## src/rtl/csv_field_tokenizer_unit_defines.svh

```systemverilog
// Assertion macros for the CSV field tokenizer.
// Included by files that carry concurrent checks; expects clk and rst_n in scope.
`ifndef CSV_FIELD_TOKENIZER_UNIT_DEFINES_SVH
`define CSV_FIELD_TOKENIZER_UNIT_DEFINES_SVH
`ifndef SYNTHESIS
// same-cycle implication
`define CSVT_ASSERT_NOW(label, ante, cons) \
    label: assert property (@(posedge clk) disable iff (!rst_n) (ante) |-> (cons)) \
        else $error("csvt check failed");
// next-cycle implication
`define CSVT_ASSERT_NEXT(label, ante, cons) \
    label: assert property (@(posedge clk) disable iff (!rst_n) (ante) |=> (cons)) \
        else $error("csvt check failed");
`else
`define CSVT_ASSERT_NOW(label, ante, cons)
`define CSVT_ASSERT_NEXT(label, ante, cons)
`endif
`endif

```

## src/rtl/csvt_pkg.sv

```systemverilog
// Shared types and constants for the CSV field tokenizer.
// No dependencies; used by csvt_step, csvt_out_queue and the top level.
package csvt_pkg;

    typedef enum logic [1:0] {
        KIND_DATA      = 2'd0,
        KIND_FIELD_END = 2'd1,
        KIND_ROW_END   = 2'd2
    } csvt_kind_t;

    localparam logic [0:0] REG_DELIMITER = 1'b0;
    localparam logic [0:0] REG_QUOTE     = 1'b1;

    localparam logic [7:0] DELIMITER_RESET = 8'd44;  // ','
    localparam logic [7:0] QUOTE_RESET     = 8'd34;  // '"'
    localparam logic [7:0] NEWLINE_BYTE    = 8'd10;

    typedef struct packed {
        logic at_field_start;
        logic in_quotes;
        logic quote_pending;
    } csvt_flags_t;

    typedef struct packed {
        csvt_kind_t kind;
        logic [7:0] data;
        logic [7:0] index;
        logic       last;
    } csvt_result_t;

endpackage

```

## src/rtl/csvt_step.sv

```systemverilog
// Per-byte tokenizer step: next state and up to two results for one item.
// Depends on csvt_pkg.
module csvt_step
    import csvt_pkg::*;
#(
    parameter int FIELD_INDEX_BITS = 8
)
(
    input  logic [7:0]                  in_byte,
    input  logic                        line_end,
    input  logic [7:0]                  delimiter_char,
    input  logic [7:0]                  quote_char,
    input  csvt_flags_t                 flags,
    input  logic [FIELD_INDEX_BITS-1:0] field_count,
    output csvt_flags_t                 flags_next,
    output logic [FIELD_INDEX_BITS-1:0] field_count_next,
    output logic [1:0]                  num_results,
    output csvt_result_t                res0,
    output csvt_result_t                res1
);

    logic [FIELD_INDEX_BITS+7:0]  count_ext;
    logic [7:0]                   cur_index;
    logic                         is_delim;
    logic                         is_quote;
    logic [FIELD_INDEX_BITS-1:0]  count_adv;

    assign count_ext = {8'd0, field_count};
    assign cur_index = count_ext[7:0];
    assign is_delim  = (in_byte == delimiter_char);
    assign is_quote  = (in_byte == quote_char);
    // saturating advance to the next field
    assign count_adv = (field_count == '1) ? field_count
                                           : field_count + FIELD_INDEX_BITS'(1);

    always_comb
    begin
        flags_next       = flags;
        field_count_next = field_count;
        num_results      = 2'd0;
        res0             = '{kind: KIND_DATA, data: 8'd0, index: cur_index, last: 1'b0};
        res1             = '{kind: KIND_DATA, data: 8'd0, index: cur_index, last: 1'b1};

        priority if (line_end)
        begin
            if (flags.in_quotes && !flags.quote_pending)
            begin
                num_results               = 2'd1;
                res0.data                 = NEWLINE_BYTE;
                flags_next.at_field_start = 1'b0;
            end
            else
            begin
                num_results      = 2'd2;
                res0.kind        = KIND_FIELD_END;
                res1.kind        = KIND_ROW_END;
                flags_next       = '{at_field_start: 1'b1, in_quotes: 1'b0,
                                     quote_pending: 1'b0};
                field_count_next = '0;
            end
        end
        else if (!flags.in_quotes)
        begin
            priority if (is_delim)
            begin
                num_results      = 2'd1;
                res0.kind        = KIND_FIELD_END;
                flags_next       = '{at_field_start: 1'b1, in_quotes: 1'b0,
                                     quote_pending: 1'b0};
                field_count_next = count_adv;
            end
            else if (is_quote && flags.at_field_start)
            begin
                flags_next.in_quotes      = 1'b1;
                flags_next.at_field_start = 1'b0;
            end
            else
            begin
                num_results               = 2'd1;
                res0.data                 = in_byte;
                flags_next.at_field_start = 1'b0;
            end
        end
        else if (flags.quote_pending)
        begin
            priority if (is_delim)
            begin
                num_results      = 2'd1;
                res0.kind        = KIND_FIELD_END;
                flags_next       = '{at_field_start: 1'b1, in_quotes: 1'b0,
                                     quote_pending: 1'b0};
                field_count_next = count_adv;
            end
            else if (is_quote)
            begin
                // doubled quote: one literal quote
                num_results              = 2'd1;
                res0.data                = quote_char;
                flags_next.quote_pending = 1'b0;
            end
            else
            begin
                // release the held quote, then the byte itself
                num_results              = 2'd2;
                res0.data                = quote_char;
                res1.data                = in_byte;
                flags_next.quote_pending = 1'b0;
            end
        end
        else
        begin
            if (is_quote)
            begin
                flags_next.quote_pending = 1'b1;
            end
            else
            begin
                num_results = 2'd1;
                res0.data   = in_byte;
            end
        end

        res0.last = (num_results == 2'd1);
    end

endmodule

```

## src/rtl/csvt_out_queue.sv

```systemverilog
// Four-entry result queue: takes up to two results per cycle, hands out one.
// Depends on csvt_pkg.
module csvt_out_queue
    import csvt_pkg::*;
(
    input  logic         clk,
    input  logic         rst_n,
    input  logic [1:0]   push_num,
    input  csvt_result_t push0,
    input  csvt_result_t push1,
    input  logic         pop,
    output logic         has_room,
    output logic         not_empty,
    output csvt_result_t head,
    output logic [2:0]   level
);

    csvt_result_t entry_reg [4];
    logic [1:0]   wr_ptr_reg;
    logic [1:0]   wr_ptr_next;
    logic [1:0]   rd_ptr_reg;
    logic [1:0]   rd_ptr_next;
    logic [2:0]   count_reg;
    logic [2:0]   count_next;
    logic         do_pop;

    assign not_empty = (count_reg != 3'd0);
    assign has_room  = (count_reg <= 3'd2);  // room for a two-result item
    assign head      = entry_reg[rd_ptr_reg];
    assign level     = count_reg;
    assign do_pop    = pop && not_empty;

    assign wr_ptr_next = wr_ptr_reg + push_num;
    assign rd_ptr_next = rd_ptr_reg + {1'b0, do_pop};
    assign count_next  = count_reg + {1'b0, push_num} - {2'b00, do_pop};

    always_ff @(posedge clk)
    begin
        if (push_num != 2'd0)
        begin
            entry_reg[wr_ptr_reg] <= push0;
        end
        if (push_num == 2'd2)
        begin
            entry_reg[wr_ptr_reg + 2'd1] <= push1;
        end
    end

    always_ff @(posedge clk or negedge rst_n)
    begin
        if (!rst_n)
        begin
            wr_ptr_reg <= 2'd0;
            rd_ptr_reg <= 2'd0;
            count_reg  <= 3'd0;
        end
        else
        begin
            wr_ptr_reg <= wr_ptr_next;
            rd_ptr_reg <= rd_ptr_next;
            count_reg  <= count_next;
        end
    end

endmodule

```

## src/rtl/csv_field_tokenizer_unit.sv

```systemverilog
// Top level of the CSV field tokenizer: config registers, parser state, result queue.
// Depends on csvt_pkg, csvt_step, csvt_out_queue and csv_field_tokenizer_unit_defines.svh.
//
//  channel | handshake            | payload
//  --------+----------------------+---------------------------------------
//  input   | in_valid / in_ready  | in_byte, line_end
//  output  | out_valid / out_ready| kind, out_byte, field_index, last
//  config  | cfg_wen              | cfg_index, cfg_data
//
// One item per cycle while in_ready is high: the parser state updates in the cycle of
// the input transfer and its results are registered in a four-entry queue for the output.
// Items with two results leave through the single output port one result at a time.
// in_ready drops while the queue holds three or more results; it never looks at out_ready.
// Reset clears the parser state to the start of the first field and empties the queue.
`include "csv_field_tokenizer_unit_defines.svh"

module csv_field_tokenizer_unit
    import csvt_pkg::*;
#(
    parameter int FIELD_INDEX_BITS = 8
)
(
    input  logic       clk,
    input  logic       rst_n,
    input  logic       cfg_wen,
    input  logic [0:0] cfg_index,
    input  logic [7:0] cfg_data,
    input  logic       in_valid,
    output logic       in_ready,
    input  logic [7:0] in_byte,
    input  logic       line_end,
    output logic       out_valid,
    input  logic       out_ready,
    output logic [1:0] kind,
    output logic [7:0] out_byte,
    output logic [7:0] field_index,
    output logic       last
);

    logic [7:0]                  delimiter_reg;
    logic [7:0]                  quote_reg;
    csvt_flags_t                 flags_reg;
    csvt_flags_t                 flags_next;
    logic [FIELD_INDEX_BITS-1:0] field_count_reg;
    logic [FIELD_INDEX_BITS-1:0] field_count_next;
    logic [1:0]                  num_results;
    csvt_result_t                res0;
    csvt_result_t                res1;
    csvt_result_t                head;
    logic                        in_fire;
    logic [2:0]                  q_level;

    assign in_fire = in_valid && in_ready;

    csvt_step #(
        .FIELD_INDEX_BITS(FIELD_INDEX_BITS)
    ) u_step (
        .in_byte         (in_byte),
        .line_end        (line_end),
        .delimiter_char  (delimiter_reg),
        .quote_char      (quote_reg),
        .flags           (flags_reg),
        .field_count     (field_count_reg),
        .flags_next      (flags_next),
        .field_count_next(field_count_next),
        .num_results     (num_results),
        .res0            (res0),
        .res1            (res1)
    );

    csvt_out_queue u_queue (
        .clk      (clk),
        .rst_n    (rst_n),
        .push_num (in_fire ? num_results : 2'd0),
        .push0    (res0),
        .push1    (res1),
        .pop      (out_ready),
        .has_room (in_ready),
        .not_empty(out_valid),
        .head     (head),
        .level    (q_level)
    );

    assign kind        = head.kind;
    assign out_byte    = head.data;
    assign field_index = head.index;
    assign last        = head.last;

    always_ff @(posedge clk or negedge rst_n)
    begin
        if (!rst_n)
        begin
            delimiter_reg <= DELIMITER_RESET;
            quote_reg     <= QUOTE_RESET;
        end
        else if (cfg_wen)
        begin
            unique case (cfg_index)
                REG_DELIMITER: delimiter_reg <= cfg_data;
                REG_QUOTE:     quote_reg     <= cfg_data;
                default:       ;
            endcase
        end
    end

    always_ff @(posedge clk or negedge rst_n)
    begin
        if (!rst_n)
        begin
            flags_reg       <= '{at_field_start: 1'b1, in_quotes: 1'b0, quote_pending: 1'b0};
            field_count_reg <= '0;
        end
        else if (in_fire)
        begin
            flags_reg       <= flags_next;
            field_count_reg <= field_count_next;
        end
    end

    // a held quote only exists inside a quoted field
    `CSVT_ASSERT_NOW(a_pending_quoted, flags_reg.quote_pending, flags_reg.in_quotes)
    // queue never overfills
    `CSVT_ASSERT_NOW(a_queue_bound, 1'b1, q_level <= 3'd4)
    // a line end outside quotes restarts the row
    `CSVT_ASSERT_NEXT(a_row_restart, in_fire && line_end && !flags_reg.in_quotes,
                      field_count_reg == '0 && flags_reg.at_field_start)
    // a transfer of a line end outside quotes yields two results
    `CSVT_ASSERT_NOW(a_row_two, in_fire && line_end && !flags_reg.in_quotes,
                     num_results == 2'd2)

endmodule

```

## config.mk

```make
export PLATFORM = sky130hd
export DESIGN_NAME = csv_field_tokenizer_unit
export DESIGN_NICKNAME = d
export VERILOG_FILES = /design/src/rtl/csvt_pkg.sv /design/src/rtl/csvt_step.sv /design/src/rtl/csvt_out_queue.sv /design/src/rtl/csv_field_tokenizer_unit.sv
export VERILOG_INCLUDE_DIRS = /design/src /design/src/rtl
export SDC_FILE = /design/constraint.sdc
export NUM_CORES = 1
export LEC_CHECK = 0
export ABC_CLOCK_PERIOD_IN_PS = 3200
export BUFFER_PORTS_ARGS = -buffer_cell sky130_fd_sc_hd__buf_2
export CAP_MARGIN = 20
export CORE_ASPECT_RATIO = 0.5
export CORE_UTILIZATION = 45
export CTS_CLUSTER_DIAMETER = 60
export CTS_CLUSTER_SIZE = 40
export DETAILED_ROUTE_END_ITERATION = 6
export PLACE_DENSITY = 0.74
export SLEW_MARGIN = 20
export SYNTH_ARGS = -nofsm -noshare
export SYNTH_HDL_FRONTEND = slang
export SYNTH_SLANG_ARGS = --single-unit
```

## constraint.sdc

```tcl
create_clock -name clk -period 3.2 [get_ports clk]
set_input_delay 0.32 -clock clk [delete_from_list [all_inputs] [get_ports clk]]
set_output_delay 0.32 -clock clk [all_outputs]
set_load 0.05 [all_outputs]
```

### Word-level counts from Yosys, hierarchy flattened

Memory sizes are Yosys's and may differ from the RTL's.
Index checks and enable logic that the tools add are counted.

| word-level totals | value |
|---|---|
| register bits after elaboration | 34 |
| RAM bits | 76 |
| input bits | 23 |
| output and inout bits | 21 |
| word-level logic and storage cells | 88 |
| memories | 1 |

Memory list:

| name | depth | bits a word | read ports | clocked after Yosys merged registers in | wr ports | RTL line | source |
|---|---|---|---|---|---|---|---|
| u_queue.entry_reg | 4 | 19 | 1 | 0 | 2 | csvt_out_queue.sv:18 | `csvt_result_t entry_reg [4];` |

| cells by class | value |
|---|---|
| add/sub/neg operators | 6 |
| $lt $le $gt $ge | 1 |
| equality and inequality tests | 8 |
| muxes and demuxes | 48 |
| bitwise gates (word level) | 1 |
| reduce and logical (&&, ||, !) cells | 14 |

Operator list:

| cell | count |
|---|---|
| $mux W8 | 15 |
| $mux W2 | 14 |
| $mux W10 | 2 |
| $eq A8 B8 Y1 | 2 |
| $mux W1 | 14 |
| $reduce_and A3 Y1 | 3 |
| $add A8 B1 Y8 const B | 1 |
| $eq A8 B8 Y1 const B | 1 |
| $mux W3 | 2 |
| $reduce_and A2 Y1 | 3 |
| $reduce_bool A3 Y1 | 2 |
| $logic_and A1 B1 Y1 | 4 |
| $mux W4 | 1 |
| $add A3 B2 Y3 | 1 |
| $le A3 B2 Y1 const B | 1 |
| $ne A3 B2 Y1 const B | 1 |
| $ne A3 B3 Y1 const B | 1 |
| $sub A3 B1 Y3 | 1 |
| $add A2 B1 Y2 | 1 |
| $add A2 B1 Y2 const B | 1 |
| $add A2 B2 Y2 | 1 |
| $eq A2 B1 Y1 const B | 1 |
| $eq A2 B2 Y1 const B | 1 |
| $ne A2 B2 Y1 const B | 1 |
| other kinds (3) | 3 |

### Longest topological paths before layout

Gate-level depths: netlist of run 1.

| logic depth | value |
|---|---|
| depth in word-level cells | 10 |
| depth in mapped cells | 12 |
| gate-level depth less buffers | 10 |

### By module

A second synthesis of run 1 with hierarchy kept.

| unflattened totals | value |
|---|---|
| cells, all modules | 424 |
| area total of the unflattened synthesis | 6,208.5 um2 |

By module, submodules not included:

| module | times used | cells an instance | area each (um2) | seq. area each (um2) |
|---|---|---|---|---|
| csvt_out_queue | 1 | 228 | 4,226.6 | 2,457.4 |
| csv_field_tokenizer_unit | 1 | 61 | 1,076.0 | 683.2 |
| csvt_step | 1 | 135 | 905.9 | 0.0 |

### Worst setup path before layout of run 1

No wires, ideal clock.

| path | value |
|---|---|
| path type | reg2reg |
| from | reg u_queue.count_reg[1], in the netlist u_queue.level[1] |
| to | mem u_queue.entry_reg[1][10] (netlist bit), enable pin |
| library setup time | 0.398 ns |
| data arrival time | 3.089 ns |
| data required time | 2.802 ns |
| slack | -0.287 ns |
| stages on the path, launching flop included | 9 |
| buffers on the path | 2 |
| clock period less this slack | 3.487 ns |
| cells stage by stage | dfrtp_1 -> a21oi_1 -> and2_1 -> buf_2 -> and3_1 -> buf_2 -> a21o_2 -> a21oi_1 -> nor2_1 |

RTL lines:

| element | RTL line | source |
|---|---|---|
| start: declaration | csvt_out_queue.sv:23 | `logic [2:0] count_reg;` |
| start signal: assignment | csvt_out_queue.sv:61 | `count_reg <= count_next;` |
| end: declaration | csvt_out_queue.sv:18 |  |

==> impl_metrics.yaml, run 1 <==
run_status:
  outcome: "finished clean"
setup_path:
  crit_chain: "xor2_1 -> nor4_4 -> nand3_1 -> o31a_1 -> a21oi_1 -> nor2_4 -> and2_1"
  launching_element_type_of_the_critical_path: "register"
  critical_path.n_buffers_inverters: 0
  timing.setup.critical_path_class: "register to register"
  critPathCaptureType: "register"
  required_ps: 3310
  data_arrival_time_of_the_critical_path_ps: 3160
  slowest_stage: "a21oi_1"
  timing.critical_path.from: "quote_reg[1]"
  critical_path_fanout_max: 23
  worst-r2r-setup-slack_ps: 140
  cpLargestDelayFamily: "simple AND/OR/NAND/NOR gates"
  worst_r2r_startpoint: "quote_reg[1]"
  critical-path-max-stage-delay_ps: 610
yosys:
  post-synth-top-area-cell: "edfxtp_1"
  most_frequent_cell_after_synthesis: "edfxtp_1"
  yosysTopAreaCellShare_pct: 36.9
  synth_seq_cells: 110
  synthCells: 426
  avgSynthCellArea_um2: 13.0
  seq_area_frac_synth_pct: 55.4
  synthMuxAreaShare_pct: 11.0
  synth.top_cells.by_count: "68 x edfxtp_1, 37 x a22o_1, 28 x dfrtp_1, 28 x nand2_1, 27 x nor2_1"
  yosys.cell_types.count: 55
  synth_simple_gate_area_share_pct: 12.4
  synth_edf_count: 68
  synth_xor_area_share_pct: 4.12
  synth-compound-area-share_pct: 13.5
  synth_top_family_by_area: "compound AO/OA/AOI/OAI gates"
  synth_adder_area_share_pct: 1.27
  synth-warning-count: 0
  synth_ff_type: "edfxtp_1"
  synth-async-reset-ratio_pct: 30.9
  mappedNetlistArea_um2: 5530
  mappedNetlistNets: 454
  yosys-top-cells-area: "edfxtp_1 37%, dfrtp_1 13%, mux4_2 7.7%, a22o_1 5.9%, mux2_2 3.3%"
cells_and_area:
  layout.filler_cells: 1005
  layout.nets: 506
  syn_to_final_growth_pct: 14.6
  num_antenna_cells: 0
  multiInputGateArea_um2: 2360
  largest_register_ffs: 76
  regArea_um2: 3060
  drive_above_1_share_pct: 29.2
  finalInstanceArea_um2: 6330
cts:
  clk_pin_slew_worst_setup_hold_paths_ps: 70
  cts.path.max_buffers: 2
  cts-buffers-inserted: 9
  tritoncts: "done"
  clock_latency_reported_for_the_late_side_of_the_worst_skew_pair_ps: 350
  cts_root_buffer: "clkbuf_16"
  htree_num_levels: 3
  cts_hold_repair.buffers: 0
  clock_sink_count: 110
  cts_post_setup_buffers_inserted: 0
routing:
  met1Wirelength_um: 5370
  routed_wirelength_um: 11600
  top_signal_layer_used: "met4"
  firstDrtPassIters: 4
  detail_route.wl_per_cell_um: 18.0
  drc_errors: 0
  drt-initial-drc-count: 313
  detail_route.vias_per_cell: 5.50
  route.vias.total: 3567
  drt.antenna.violating_nets: 0
  route.met3.wl_um: 713
  met2WireLength_um: 5460
sta:
  timing_max_transition_violations_final: 0
  timing_hold_violations_final: 0
  final_min_period_over_clock_period_pct: 95.5
  setup-violations-final: 0
  grt_setup_unrepaired: "no"
  tightest_slew_ps: 905
  worst_slew_margin_rel_pct: 39.7
  period_needed_ps: 3060
  fin_skew_ps: 6.93
  tns_ps: 0
  finalHoldWorstSlack_ps: 44.7
  fmaxAchievable_mhz: 327
run:
  max_cap_violations: 0
floorplan:
  initial_core_util_pct: 46.6
  total_die_area_um2: 12800
  fp.dieH_um: 80.4
  chipWidth_um: 159
  core_area_um2: 11900
  std_cell_rows: 28
  io-pin-count: 44
power:
  power.leakage_nw: 2.33
  final_power_mw: 5.10
  power-per-cell-area_nw_per_um2: 805
  irDropWorstVdd_mv: 0.355
placement:
  dp.final_hpwl_um: 8390
  gp_congestion: 0.874
  detailed_place.area_um2: 6010
  port_buffers: 43
global_route:
  grt_first_pass_wirelength_um: 18700
  groute.usage.overall_pct: 19.3
  grt_max_degree: 35
  global_route.overflow_total: 0
  first_global_vias: 3575
  grt_antenna_before_repair: 0
worst_hold_path:
  worst_hold_path_type: "input port to asynchronous set/reset pin"
-- cells by family after synthesis --
logic type,after synthesis
AO/OA/AOI/OAI,96
XOR/XNOR,26
adder cells (fa/ha/maj),5
buffers and inverters,31
flip-flops,110
multiplexers,35
AND/OR/NAND/NOR,123
-- placed cells by master, fill, tap and decap left out, drive strengths merged, types with 5 or more instances in the layout --
| master | synthesis | final |
|---|---|---|
| a21oi | 15 | 15 |
| a22o | 37 | 37 |
| and2 | 22 | 22 |
| buf | 14 | 63 |
| clkbuf | 8 | 10 |
| dfrtp | 28 | 28 |
| dfstp | 6 | 6 |
| dfxtp | 8 | 8 |
| edfxtp | 68 | 68 |
| inv | 8 | 9 |
| mux2 | 16 | 16 |
| mux4 | 19 | 19 |
| nand2 | 28 | 28 |
| nand3 | 8 | 8 |
| nor2 | 29 | 29 |
| nor2b | 17 | 17 |
| nor4 | 5 | 5 |
| o21ai | 15 | 15 |
| xnor2 | 6 | 6 |
| xor2 | 20 | 20 |
-- report_power, final --
group | internal [mW] | total [mW] | switching (mW)
clock network | 0.631 | 1.14 | 0.511
logic | 0.690 | 1.98 | 1.29
registers | 1.76 | 1.98 | 0.213
total | 3.08 | 5.10 | 2.01
-- area by class of cell --
| type | count | area share (%) |
|---|---|---|
| flip-flops and latches | 110 | 48.3 |
| multi-input cells | 285 | 37.3 |
| repair buffers | 63 | 5.77 |
| clock buffers | 10 | 3.77 |
| well taps | 165 | 3.26 |
| clock inverters | 6 | 1.09 |
| inverters | 9 | 0.533 |
-- metal layers --
layer,up-vias,GRT usage [%]
li1,1717,-
met1,1723,25.8
met2,118,30.9
met3,9,4.49
met4,0,6.99
met5,-,0
-- through the flow --
stage | cells | util (%) | setup slack, ps
2_1_floorplan | 426 | - | 50.6
3_3_place_gp | 632 | 50.6 | 189
3_5_place_dp | 632 | 50.6 | 100
4_1_cts | 648 | 53.2 | 131
5_1_grt | 648 | 53.3 | 12.6
6_report | 648 | 53.3 | 143
-- worst reg2reg max path, delay by kind of cell, from the launching register on --
family | cells | cell delay (ps)
simple gates | 4 | 1200
compound gates | 2 | 930
xor+xnor | 1 | 110
flops | 1 | 560
-- path summary, 6_finish.rpt --
check,depth (start not counted),to
min in group clk,2,delimiter_reg[5]
worst min register to register,2,u_queue.entry_reg[0][0]
max in group asynchronous,1,delimiter_reg[7]
worst max-delay path,7,u_queue.entry_reg[1][6]
worst max register to register,7,u_queue.entry_reg[1][6]
worst min-delay path,1,field_count_reg[0]
-- what timing repair did --
| action | in CTS | in global routing |
|---|---|---|
| gates resized for setup | 0 | 3 |
| endpoints found under the hold margin | 0 | 0 |
| endpoints found under the setup margin | 0 | 4 |
Note: power is estimated with default switching activity, not from simulation.
==> inputs of run 2 (changes only) <==
--- a/config.mk
+++ b/config.mk
@@ -10,11 +10,12 @@
 export BUFFER_PORTS_ARGS = -buffer_cell sky130_fd_sc_hd__buf_2
 export CAP_MARGIN = 20
 export CORE_ASPECT_RATIO = 0.5
-export CORE_UTILIZATION = 45
+export CORE_UTILIZATION = 55
+export CTS_BUF_LIST = sky130_fd_sc_hd__clkbuf_4
 export CTS_CLUSTER_DIAMETER = 60
 export CTS_CLUSTER_SIZE = 40
 export DETAILED_ROUTE_END_ITERATION = 6
-export PLACE_DENSITY = 0.74
+export PLACE_DENSITY = 0.85
 export SLEW_MARGIN = 20
 export SYNTH_ARGS = -nofsm -noshare
 export SYNTH_HDL_FRONTEND = slang
==> impl_metrics.yaml, run 2 (synthesis gave the netlist of run 1 again) <==
run_status:
  outcome: "finished clean"
routing:
  drc_errors: 0
  route.vias.total: 3636
  detail_route.vias_per_cell: 5.90
  drt.antenna.violating_nets: 0
  firstDrtPassIters: 6
  detail_route.wl_per_cell_um: 18.3
  routed_wirelength_um: 11300
  drt-initial-drc-count: 347
cells_and_area:
  layout.cells.most_common_list: "68 x edfxtp_1, 43 x buf_2, 37 x a22o_1, 28 x nand2_1, 28 x dfrtp_1"
  finalNonFillerCells: 616
  drive_above_1_share_pct: 28.3
  syn_to_final_growth_pct: 9.93
  largest_register_ffs: 76
  mostFrequentLayoutCell: "edfxtp_1"
  num_antenna_cells: 0
  layout.nets: 504
setup_path:
  critPathCaptureType: "register"
  critical_path_fanout_max: 8
  worst_r2r_startpoint: "quote_reg[1]"
  required_ps: 3600
  ff2ff_path_depth: 10
  timing.setup.critical_path_class: "register to register"
  timing.critical_path.from: "quote_reg[1]"
  launching_element_type_of_the_critical_path: "register"
  data_arrival_time_of_the_critical_path_ps: 3390
sta:
  fin_skew_ps: 17.7
  period_needed_ps: 3000
  tightest_slew_ps: 919
  final_min_period_over_clock_period_pct: 93.6
  worst_slew_margin_rel_pct: 38.7
  tns_ps: 0
  fmaxAchievable_mhz: 334
  setup-violations-final: 0
  timing_hold_violations_final: 0
  grt_setup_unrepaired: "no"
  timing_max_transition_violations_final: 0
cts:
  clk_pin_slew_worst_setup_hold_paths_ps: 160
  cts_post_setup_buffers_inserted: 0
  cts.path.max_buffers: 2
  cts_root_buffer: "clkbuf_4"
  clock_latency_reported_for_the_late_side_of_the_worst_skew_pair_ps: 470
  tritoncts: "done"
  htree_num_levels: 3
  cts-buffers-inserted: 9
  clock_sink_count: 110
floorplan:
  chipWidth_um: 144
  initial_core_util_pct: 57.6
  io-pin-count: 44
  fp.dieH_um: 72.9
  total_die_area_um2: 10500
  std_cell_rows: 25
  core_area_um2: 9600
global_route:
  grt_first_pass_wirelength_um: 17700
  first_global_vias: 3403
  grt_max_degree: 35
  grt_antenna_before_repair: 0
  global_route.overflow_total: 0
  groute.usage.overall_pct: 23.1
power:
  power.internal_mw: 2.63
  switching_share_pct: 42.7
  clock_power_share_pct: 13.7
  seqPwrFrac_pct: 43.3
  power_frac_comb_pct: 42.9
  power-per-cell-area_nw_per_um2: 754
  power_switching_mw: 1.96
  power.leakage_nw: 2.24
  irDropWorstVdd_mv: 0.340
placement:
  placed_cells_incl_taps: 599
  port_buffers: 43
  dp.final_hpwl_um: 8120
  gp_congestion: 0.874
worst_hold_path:
  hold_path_depth: 2
  worst_hold_path_type: "input port to register"
  min_from: "cfg_data[2]"
run:
  max_cap_violations: 0
## run 2: critical path, cell delays in order, from the launching register on
cell and delay, ps:
dfstp_2 590, xor2_1 100, nor4_4 410, nand3_1 210
o31ai_2 350, nor2_2 150, xor2_1 200, ha_1 210
fa_1 380, xnor2_1 210, xnor2_1 130
## run 2: layout make-up
cell class | count | area (µm²)
inverter | 9 | 33.8
timing repair buffer | 61 | 353
clock buffer | 10 | 75.1
tap | 135 | 169
clock inverter | 6 | 42.5
sequential | 110 | 3060
fill | 734 | 3520
multi-input combinational | 285 | 2340
## run 2: metrics by stage
step | total power [mW] | util, % | hold WS [ps] | worst slack (ps) | area [µm²]
3_3_place_gp | 3.93 | 61.9 | 426 | 259 | 5950
6_report | 4.58 | 63.3 | 88.8 | 204 | 6080
3_5_place_dp | 3.98 | 61.9 | 450 | 203 | 5950
2_1_floorplan | 3.50 | - | 24.4 | 50.6 | 5530
5_1_grt | 4.79 | 63.3 | 61.4 | 64.6 | 6080
4_1_cts | 4.59 | 63.2 | 70.4 | 212 | 6070
## run 2: what timing repair did
item	in CTS	in global routing
setup endpoints to repair	0	0
hold buffers	1	0
endpoints found under the hold margin	28	0
gates resized for setup	0	0
## run 2: power groups by stage
stage / combinational (mW) / sequential, mW / clock [mW]
detailed placement: 1.97 / 2.02 / 0
global route: 2.09 / 2.02 / 0.687
floorplan: 1.61 / 1.88 / 0
global placement: 1.93 / 2.00 / 0
finish: 1.97 / 1.99 / 0.628
CTS: 1.97 / 1.98 / 0.636
## run 2: per-layer routing
| layer | global-route usage (%) | part of all wire [%] |
|---|---|---|
| met3 | 5.45 | 9.0 |
| met2 | 36.2 | 45 |
| met4 | 4.37 | 0.90 |
| met5 | 0 | 0 |
| met1 | 33.3 | 45 |
## run 2: path summary, 6_finish.rpt
kind | slack [ps] | end
max reg2reg | 200 | u_queue.level[2]
min reg2reg | 520 | u_queue.level[2]
min | 90 | quote_reg[2]
max in group asynchronous | 2260 | u_queue.wr_ptr_reg[0]
min in group asynchronous | 440 | quote_reg[0]
max | 200 | u_queue.level[2]
==> inputs of run 3 (changes only) <==
--- a/config.mk
+++ b/config.mk
@@ -6,7 +6,7 @@
 export SDC_FILE = /design/constraint.sdc
 export NUM_CORES = 1
 export LEC_CHECK = 0
-export ABC_CLOCK_PERIOD_IN_PS = 3200
+export ABC_CLOCK_PERIOD_IN_PS = 3390
 export BUFFER_PORTS_ARGS = -buffer_cell sky130_fd_sc_hd__buf_2
 export CAP_MARGIN = 20
 export CORE_ASPECT_RATIO = 0.5
@@ -16,7 +16,7 @@
 export CTS_CLUSTER_SIZE = 40
 export DETAILED_ROUTE_END_ITERATION = 6
 export PLACE_DENSITY = 0.85
-export SLEW_MARGIN = 20
+export SLEW_MARGIN = 10
 export SYNTH_ARGS = -nofsm -noshare
 export SYNTH_HDL_FRONTEND = slang
 export SYNTH_SLANG_ARGS = --single-unit
==> constraint.sdc (replaced) <==
create_clock -name clk -period 3.39 [get_ports clk]
set_input_delay 0.339 -clock clk [delete_from_list [all_inputs] [get_ports clk]]
set_output_delay 0.339 -clock clk [all_outputs]
set_load 0.05 [all_outputs]
==> impl_metrics.yaml, run 3 (synthesis gave the netlist of run 1 again) <==
run_status:
  outcome: "finished clean"
setup_path:
  data_arrival_time_of_the_critical_path_ps: 3440
  timing.setup.critical_path_class: "register to register"
  worst-r2r-setup-slack_ps: 360
  launching_element_type_of_the_critical_path: "register"
  critical_path_fanout_max: 8
  critPathCaptureType: "register"
  required_ps: 3810
sta:
  final_min_period_over_clock_period_pct: 89.2
  worst_slew_margin_rel_pct: 38.3
  tightest_slew_ps: 925
  setup-violations-final: 0
  finalHoldWorstSlack_ps: 97.0
  fmaxAchievable_mhz: 331
  timing_hold_violations_final: 0
  period_needed_ps: 3030
  fin_skew_ps: 26.1
  grt_setup_unrepaired: "no"
  tns_ps: 0
  worst_slack_ps: 365
  timing_max_transition_violations_final: 0
floorplan:
  initial_core_util_pct: 57.6
  std_cell_rows: 25
  fp.dieH_um: 72.9
  core_area_um2: 9600
  io-pin-count: 44
  total_die_area_um2: 10500
  chipWidth_um: 144
global_route:
  first_global_vias: 3430
  grt_antenna_before_repair: 0
  global_route.overflow_total: 0
  grt_first_pass_wirelength_um: 18000
  groute.usage.overall_pct: 23.3
  grt_max_degree: 35
cells_and_area:
  syn_to_final_growth_pct: 10.7
  mostFrequentLayoutCell: "edfxtp_1"
  layout.cells.most_common_list: "68 x edfxtp_1, 43 x buf_2, 37 x a22o_1, 28 x nand2_1, 28 x dfrtp_1"
  final_util_pct: 63.7
  layout.filler_cells: 751
  largest_register_ffs: 76
  finalNonFillerCells: 615
  multiInputGateArea_um2: 2340
  finalInstanceArea_um2: 6120
  regArea_um2: 3060
  layout.nets: 502
  drive_above_1_share_pct: 28.0
cts:
  clk_pin_slew_worst_setup_hold_paths_ps: 170
  clock_latency_reported_for_the_late_side_of_the_worst_skew_pair_ps: 480
  clock_sink_count: 110
  cts_root_buffer: "clkbuf_4"
  tritoncts: "done"
  htree_num_levels: 3
  cts.path.max_buffers: 2
  cts-buffers-inserted: 9
run:
  max_cap_violations: 0
power:
  power-per-cell-area_nw_per_um2: 732
  power.leakage_nw: 2.26
  final_power_mw: 4.48
  irDropWorstVdd_mv: 0.298
routing:
  drt.antenna.violating_nets: 0
  routed_wirelength_um: 11200
  drc_errors: 0
  drt-initial-drc-count: 304
  detail_route.vias_per_cell: 5.94
  detail_route.wl_per_cell_um: 18.3
  route.vias.total: 3654
  firstDrtPassIters: 5
placement:
  placed_cells_incl_taps: 597
  detailed_place.area_um2: 5930
  port_buffers: 43
  dp.final_hpwl_um: 8110
  pre_cts_setup_slack_ps: 384
  gp_congestion: 0.913
worst_hold_path:
  worst_hold_path_type: "input port to register"
run 3: cell count changes in the layout (fill, tap and decap cells not counted), sizes merged:
cell / before / now
bufinv: 0 / 2
buf: 60 / 58
inv: 11 / 10
diode: 0 / 1
clkinv: 3 / 2
run 3: final cells by class:
cell class / instances / share of cell area (%)
timing repair buffer: 59 / 5.52
sequential: 110 / 50.0
multi-input combinational: 285 / 38.2
antenna: 1 / 0.0409
tap: 135 / 2.76
clock buffer: 10 / 1.23
clock inverter: 6 / 1.70
inverter: 9 / 0.552
run 3: power by group:
part           switching (mW)  internal [mW]
logic                    1.20          0.644
clock network           0.447          0.321
registers               0.197           1.66
total                    1.85           2.63
run 3: what timing repair did:
| action | in CTS | in global routing |
|---|---|---|
| hold buffers | 1 | 0 |
| gates resized for setup | 0 | 0 |
| setup buffers | 0 | 0 |
| endpoints found under the hold margin | 28 | 0 |
run 3: worst max-delay path: stages, from the launching register on:
cell and delay [ps]:
dfrtp_1 430, xor2_1 180, nor4_1 540, a21oi_1 190, a21o_1 250, nor2_2 310, xor2_1 130, ha_1 210
fa_1 390, xnor2_1 200, xnor2_1 130
run 3: final timing paths:
| kind | from | to | cells past startpoint |
|---|---|---|---|
| worst min register to register | u_queue.entry_reg[0][0] | u_queue.entry_reg[0][0] | 2 |
| max in group asynchronous | rst_n | quote_reg[7] | 2 |
| min in group asynchronous | rst_n | field_count_reg[1] | 2 |
| worst max register to register | delimiter_reg[1] | u_queue.level[2] | 10 |
| worst min-delay path | cfg_data[0] | quote_reg[0] | 2 |
| worst max-delay path | delimiter_reg[1] | u_queue.level[2] | 10 |
run 3: layer usage:
layer / up-vias / part of all wire (%) / track usage, %
li1: 1711 / - / -
met2: 151 / 45 / 35.3
met4: 0 / 0.79 / 5.67
met5: - / 0 / 0
met1: 1781 / 47 / 34.0
met3: 11 / 7.2 / 5.64
